<file path="config.mk">
export PLATFORM = sky130hd
export DESIGN_NAME = vled_front_flat
export DESIGN_NICKNAME = d
export VERILOG_FILES = /design/src/rtl/core/vled_pkg.sv /design/src/rtl/core/vled_cmd_if.sv /design/src/rtl/core/vled_front.sv /design/src/flat_wrapper.sv
export SDC_FILE = /design/constraint.sdc
export NUM_CORES = 1
export LEC_CHECK = 0
export ABC_CLOCK_PERIOD_IN_PS = 2000
export BUFFER_PORTS_ARGS = -buffer_cell sky130_fd_sc_hd__buf_4
export CAP_MARGIN = 20
export CORE_MARGIN = 2
export CORE_UTILIZATION = 45
export CTS_CLUSTER_DIAMETER = 80
export DETAILED_ROUTE_END_ITERATION = 8
export GPL_ROUTABILITY_DRIVEN = 0
export PLACE_DENSITY = 0.73
export SYNTH_ARGS = -nofsm -noshare
export SYNTH_HDL_FRONTEND = slang
export SYNTH_SLANG_ARGS = --single-unit
</file>
<file path="constraint.sdc">
create_clock -name clk -period 2 [get_ports clk]
set_clock_uncertainty 0.15 [all_clocks]
set_input_delay 0.4 -clock clk [delete_from_list [all_inputs] [get_ports clk]]
set_output_delay 0.4 -clock clk [all_outputs]
set_load 0.05 [all_outputs]
</file>
<file path="src/rtl/core/vled_pkg.sv">
// ----------------------------------------------------------------------------
// Velocity log ensemble deframer package
// Shared constants, item codes and types for the deframer front and back.
// ----------------------------------------------------------------------------
`default_nettype none

package vled_pkg;

	// Defaults for the top-level parameters.
	localparam int DEF_BUF_BYTES = 2048;
	localparam int DEF_MAX_TYPES = 16;

	// At most this many descriptors leave for one ensemble (4-bit type index).
	localparam int MAX_DESC = 16;

	// Ensemble layout.
	localparam logic [7:0]  SYNC_BYTE  = 8'h7F;
	localparam logic [15:0] MIN_LEN    = 16'd6;
	localparam int          COUNT_POS  = 5;
	localparam int          TABLE_BASE = 6;

	// Command codes of an input item.
	localparam logic CMD_PUSH = 1'b0;
	localparam logic CMD_READ = 1'b1;

	// Kind codes of a result item.
	localparam logic KIND_DESC = 1'b0;
	localparam logic KIND_READ = 1'b1;

	// One queued input item after classification.
	typedef struct packed {
		logic        is_read;
		logic [7:0]  rx_byte;
		logic [10:0] read_offset;
	} vled_item_t;

	// Parser phase.
	typedef enum logic [1:0] {
		PH_HUNT,
		PH_SYNC2,
		PH_LEN,
		PH_BODY
	} vled_phase_t;

	// Outcome of feeding one byte to the parser.
	typedef enum logic [1:0] {
		FD_MORE,
		FD_ACCEPT,
		FD_REJECT
	} vled_feed_res_t;

endpackage

`default_nettype wire

</file>
<file path="src/rtl/core/vled_cmd_if.sv">
// ----------------------------------------------------------------------------
// Deframer command channel
// Valid/ready channel that carries byte pushes and stored-byte reads.
// ----------------------------------------------------------------------------
`default_nettype none

interface vled_cmd_if;
	logic        valid;
	logic        ready;
	logic        command;
	logic [7:0]  rx_byte;
	logic [10:0] read_offset;

	modport source (output valid, command, rx_byte, read_offset, input ready);
	modport sink   (input valid, command, rx_byte, read_offset, output ready);
endinterface

`default_nettype wire

</file>
<file path="src/rtl/core/vled_front.sv">
// ----------------------------------------------------------------------------
// Deframer front
// Accepts command items, classifies them and holds them in a two-entry queue.
// ----------------------------------------------------------------------------
`default_nettype none

module vled_front (
	input  logic                clk,
	input  logic                arst_n,
	vled_cmd_if.sink            cmd,
	output logic                q_valid,
	output vled_pkg::vled_item_t q_item,
	input  logic                q_pop
);
	import vled_pkg::*;

	vled_item_t slot_q [2];
	logic       wr_ptr_q;
	logic       rd_ptr_q;
	logic [1:0] count_q;
	logic       push;
	logic       pop;

	assign cmd.ready = (count_q != 2'd2);
	assign push      = cmd.valid & cmd.ready;
	assign q_valid   = (count_q != 2'd0);
	assign pop       = q_pop & q_valid;
	assign q_item    = slot_q[rd_ptr_q];

	always_ff @(posedge clk) begin
		if (push) begin
			slot_q[wr_ptr_q].is_read     <= (cmd.command == CMD_READ);
			slot_q[wr_ptr_q].rx_byte     <= cmd.rx_byte;
			slot_q[wr_ptr_q].read_offset <= cmd.read_offset;
		end
	end

	always_ff @(posedge clk or negedge arst_n) begin
		if (!arst_n) begin
			wr_ptr_q <= 1'b0;
			rd_ptr_q <= 1'b0;
			count_q  <= 2'd0;
		end else begin
			if (push)
				wr_ptr_q <= ~wr_ptr_q;
			if (pop)
				rd_ptr_q <= ~rd_ptr_q;
			case ({push, pop})
				2'b10:   count_q <= count_q + 2'd1;
				2'b01:   count_q <= count_q - 2'd1;
				default: count_q <= count_q;
			endcase
		end
	end

endmodule

`default_nettype wire

</file>
<file path="src/flat_wrapper.sv">
// flat-port wrapper written by rule: the top's interface ports become plain ports
module vled_front_flat import vled_pkg::*;
  (clk, arst_n, q_valid, q_item, q_pop, cmd_valid, cmd_command, cmd_rx_byte, cmd_read_offset, cmd_ready);
  vled_cmd_if cmd_i ();
  input  logic clk;
  input  logic arst_n;
  output logic q_valid;
  output vled_pkg::vled_item_t q_item;
  input  logic q_pop;
  input wire logic [$bits(cmd_i.valid)-1:0] cmd_valid;
  input wire logic [$bits(cmd_i.command)-1:0] cmd_command;
  input wire logic [$bits(cmd_i.rx_byte)-1:0] cmd_rx_byte;
  input wire logic [$bits(cmd_i.read_offset)-1:0] cmd_read_offset;
  output wire logic [$bits(cmd_i.ready)-1:0] cmd_ready;
  assign cmd_i.valid = cmd_valid;
  assign cmd_i.command = cmd_command;
  assign cmd_i.rx_byte = cmd_rx_byte;
  assign cmd_i.read_offset = cmd_read_offset;
  assign cmd_ready = cmd_i.ready;
  vled_front u_core (.clk(clk), .arst_n(arst_n), .cmd(cmd_i), .q_valid(q_valid), .q_item(q_item), .q_pop(q_pop));
endmodule
</file>
== Word-level counts from Yosys, hierarchy flattened ==
Memories as Yosys holds them, arrays and structs flattened.
Cells that the tools add are included.

* Bits in registers: 4
* Bits in latches: 0
* RAM bits: 40
* ROM bits: 0
* Input port bits: 24
* Memories kept: 1

* $add $sub $neg: 2
* Multiply operators: 0
* Div/mod/pow operators: 0
* Magnitude comparators: 0
* Equality and inequality tests: 3
* Shift operators: 0
* Muxes and demuxes: 3
* Bitwise logic cells: 4
* Reduce and logical (&&, ||, !) cells: 2

{| class="wikitable"
|+ Memory list
! memory !! words !! width !! rd ports !! clocked after memory_dff !! write ports !! RTL line !! RTL
|-
| u_core.slot_q || 2 || 20 || 1 || 0 || 1 || vled_front.sv:17 || <nowiki>vled_item_t slot_q [2];</nowiki>
|}

{| class="wikitable"
|+ Operators by type and width
! operator !! count
|-
| $pmux 2 s2 || 1
|-
| $reduce_bool 2->1 || 2
|-
| $add 2x1->2 const B || 1
|-
| $and 1x1->1 || 2
|-
| $eq 2x1->1 const B || 1
|-
| $eq 2x2->1 const B || 1
|-
| $mux 1 || 2
|-
| $ne 2x2->1 const B || 1
|-
| $not 1->1 || 2
|-
| $sub 2x1->2 const B || 1
|}

== Longest topological paths before layout ==
* Depth after elaboration: 4
* Depth in mapped cells: 6

== Worst setup path before layout ==
No wires, ideal clock.

* Path kind: reg-to-reg
* Start: reg u_core.count_q[0]
* End: mem u_core.slot_q[0][0] (netlist bit) (enable)
* Arrival: 1938 ps
* Data required time: 1453 ps
* Setup slack: -485 ps
* Cell stages (with the launch flop): 4
* Buffers on the path: 0
* Clock period less this slack: 2485 ps
* Path through: dfrtp_1 > nand2b_1 > nand2_1 > nor2_1

* Cells in the longest elaborated chain, start to end: 4

{| class="wikitable"
|+ Ends and longest elaborated chain
! what !! RTL line !! RTL
|-
| start, declared || vled_front.sv:20 || <nowiki>logic [1:0] count_q;</nowiki>
|-
| start signal, assigned || vled_front.sv:49 || <nowiki>2'b10: count_q <= count_q + 2'd1;</nowiki>
|-
| start signal, assigned || vled_front.sv:50 || <nowiki>2'b01: count_q <= count_q - 2'd1;</nowiki>
|-
| start signal, assigned || vled_front.sv:51 || <nowiki>default: count_q <= count_q;</nowiki>
|-
| $ne 2x2->1 || vled_front.sv:24 || <nowiki>assign cmd.ready = (count_q != 2'd2);</nowiki>
|-
| named net cmd_ready || flat_wrapper.sv:14 || <nowiki>output wire logic [$bits(cmd_i.ready)-1:0] cmd_ready;</nowiki>
|-
| $and 1x1->1 || vled_front.sv:25 || <nowiki>assign push = cmd.valid & cmd.ready;</nowiki>
|-
| $mux 1 || vled_front.sv:31 || <nowiki>if (push) begin</nowiki>
|-
| $mux 1 (implied by the code) || vled_front.sv:34 || <nowiki>slot_q[wr_ptr_q].read_offset <= cmd.read_offset;</nowiki>
|-
| end, declared || vled_front.sv:17 ||
|}

The timed path passes the listed nets, and every way through them passes these cells.

==> reports/metrics.csv <==
stage;metric;value;unit
worst_hold_path;hold_depth;1;
final_layout;multi_input_area;404;um^2
detailed_routing;drc;0;
clocking;h-tree-depth;2;
clocking;tritoncts;done;
global_route;grt_max_degree;21;
final_layout;syn_to_final_growth;47.8;%
detailed_routing;drt_wl_total;2.99;mm
final_layout;drive_above_1_share;0.599;
worst_hold_path;hp-start;cmd_rx_byte[4];
final_layout;fin_cells;183;
clocking;clockBufferDepth;2;
worst_setup_path;reg2reg_from;u_core.count_q[0];
die;io_pins;46;
synthesis;synth_cell_types;13;
placement;dp_cells;172;
final_layout;antenna_cells;0;
placement;place_ws;0.336;ns
detailed_routing;wire_per_inst;16.3;um
worst_setup_path;r2r_cells;5;
sta;rsz0062_at_grt;yes;
synthesis;ys_seq_area_frac;0.798;
die;coreArea;3420;um^2
placement;place_hpwl;1.79;mm
pwr;p_leak;0.977;nW
global_route;antenna_found_initial;0;
die;die_w;64.2;um
sta;whs;0.0677;ns
detailed_routing;dr.first_iter.drc_count;28;
final_layout;layout_commonest_cell;edfxtp_1;
clocking;clk_latency;0.35;ns
sta;worst_slack;-0.00341;ns
worst_setup_path;cp.arrival;1.45;ns
status;violations;setup timing;
placement;io_buffers;45;
sta;hold_viol_final;0;
synthesis;yosys_warnings;0;
synthesis;netlist_instances;79;
detailed_routing;vias;886;
worst_hold_path;holdPathEnd;u_core.slot_q[1][15];
run;cap_violations;0;
pwr;finalPower;0.00417;W
detailed_routing;drt_pass1_iterations;3;
worst_setup_path;start_kind;flip-flop;
sta;fin_crit;2.00;ns
worst_setup_path;reg2reg_setup_slack;0.31;ns
status;run_status;complete, but fails checks;
sta;setup_violations;2;
global_route;grt_pass1_wl;4.57;mm
global_route;overflow;0;
sta;max_slew.worst_pin.slew;0.506;ns
pwr;powerDensity;1730;nW/um^2
sta;fin_crit_sh;1.00;
synthesis;syn_area_per_cell;20.7;um^2
die;start_util;0.478;
final_layout;ff_latch_area;1300;um^2
final_layout;fin_nets;161;
sta;setup_tns;-0.00362;ns
worst_setup_path;end_kind;output port;
final_layout;layout_common_cells;edfxtp_1, buf_4, mux2_4, buf_8;
die;die-height;64.2;um
global_route;grt_pass1_vias;961;
worst_setup_path;rr_endpoint;u_core.count_q[1];
worst_hold_path;hold_path_class;in -> reg;
sta;final_max_slew_viol_count;0;
worst_setup_path;required;1.45;ns
global_route;grt.total_usage;0.154;
synthesis;syn-num-nets;104;
worst_setup_path;critPathMaxFanout;7;
clocking;clock-sinks;44;
detailed_routing;ant_nets;0;
synthesis;synth_seq_cells;44;
final_layout;nFillCells;237;
die;rows;21;
clocking;cts_buffers;5;
pwr;ir_drop;0.000992;V
sta;slew_headroom;0.663;
die;die_area;4120;um^2
worst_setup_path;critPathKind;reg -> out;
clocking;clkTransAtPathRegs;0.13;ns
synthesis;netlist_area;1630;um^2
detailed_routing;via_per_inst;4.84;
sta;fmax;0.499;GHz
clocking;cts-root-buf;clkbuf_4;
## cell usage after synthesis (all sizes together)
library cell   n  area (um^2)
and3           1         6.26
and2           1         8.76
nor2           2         7.51
mux2          20          225
or2            1         6.26
buf            2         10.0
ha             1         12.5
nand2b         1         6.26
dfrtp          4          100
edfxtp        40         1200
nand2          1         3.75
xnor2          3         26.3
xor2           2         17.5
## metrics by stage
stage / utilization / area (um^2)
after floorplan: - / 1640
after global placement: 0.605 / 2070
after detailed placement: 0.605 / 2070
after CTS: 0.681 / 2320
after global routing: 0.706 / 2410
final: 0.706 / 2410
## how the worst max path moves through the flow
stage | startpoint | end | slack [ns] | cells past startpoint
after floorplan | u_core.count_q[0] | u_core.slot_q[0][0] | 0.03 | 3
after global placement | u_core.count_q[0] | u_core.count_q[1] | 0.36 | 5
after detailed placement | u_core.count_q[0] | u_core.slot_q[0][1] | 0.34 | 4
after CTS | u_core.rd_ptr_q | q_item[16] | -0.02 | 3
after global routing | u_core.rd_ptr_q | q_item[6] | -0.06 | 3
final | u_core.rd_ptr_q | q_item[8] | -0.003 | 3
## cell families after synthesis
| family | count (synthesis) | share of synthesized area |
|---|---|---|
| buf+inv | 2 | 0.00614 |
| xor+xnor | 5 | 0.0268 |
| simple gates | 7 | 0.0238 |
| mux | 20 | 0.138 |
| fa+ha+maj | 1 | 0.00767 |
| flops | 44 | 0.798 |
## worst max-delay path, cell delays in order, from the launching register on
cell and delay (ns):
dfrtp_2 0.47, buf_6 0.16, mux2_4 0.32, buf_8 0.15
## sequential cells by signal, summed over array words and instances (netlist names)
| name | count |
|---|---|
| u_core.count_q | 2 |
| u_core.rd_ptr_q | 1 |
| u_core.slot_q | 40 |
| u_core.wr_ptr_q | 1 |
## layout make-up
type                       instances  area share
clock buffer                       5      0.0156
clock inverter                     3      0.0176
multi-input combinational         33       0.168
sequential                        44       0.540
tap                               46      0.0239
timing repair buffer              52       0.235
## layer usage
metal	GRT usage	wire, um	up-vias
li1	-	-	418
met1	0.191	1220	425
met2	0.242	1510	37
met3	0.0704	229	6
met4	0.0479	36	0
met5	0	0	-
## where the power goes
group / total, W / leakage [nW] / switching (W) / internal, W
sequential: 0.00137 / 0.417 / 0.000102 / 0.00127
clock: 0.000540 / 0.0428 / 0.000279 / 0.000261
combinational: 0.00226 / 0.517 / 0.00124 / 0.00103
total: 0.00417 / 0.977 / 0.00162 / 0.00256
## repair_timing
action | CTS | global route
setup buffers | 1 | 0
setup endpoints to repair | 17 | 20
pin swaps | 0 | 0
resized for setup | 42 | 23
gates cloned | 1 | 0
hold endpoints to repair | 4 | 0
hold buffers | 1 | 0
No activity file was read; power rests on OpenSTA's default activity.
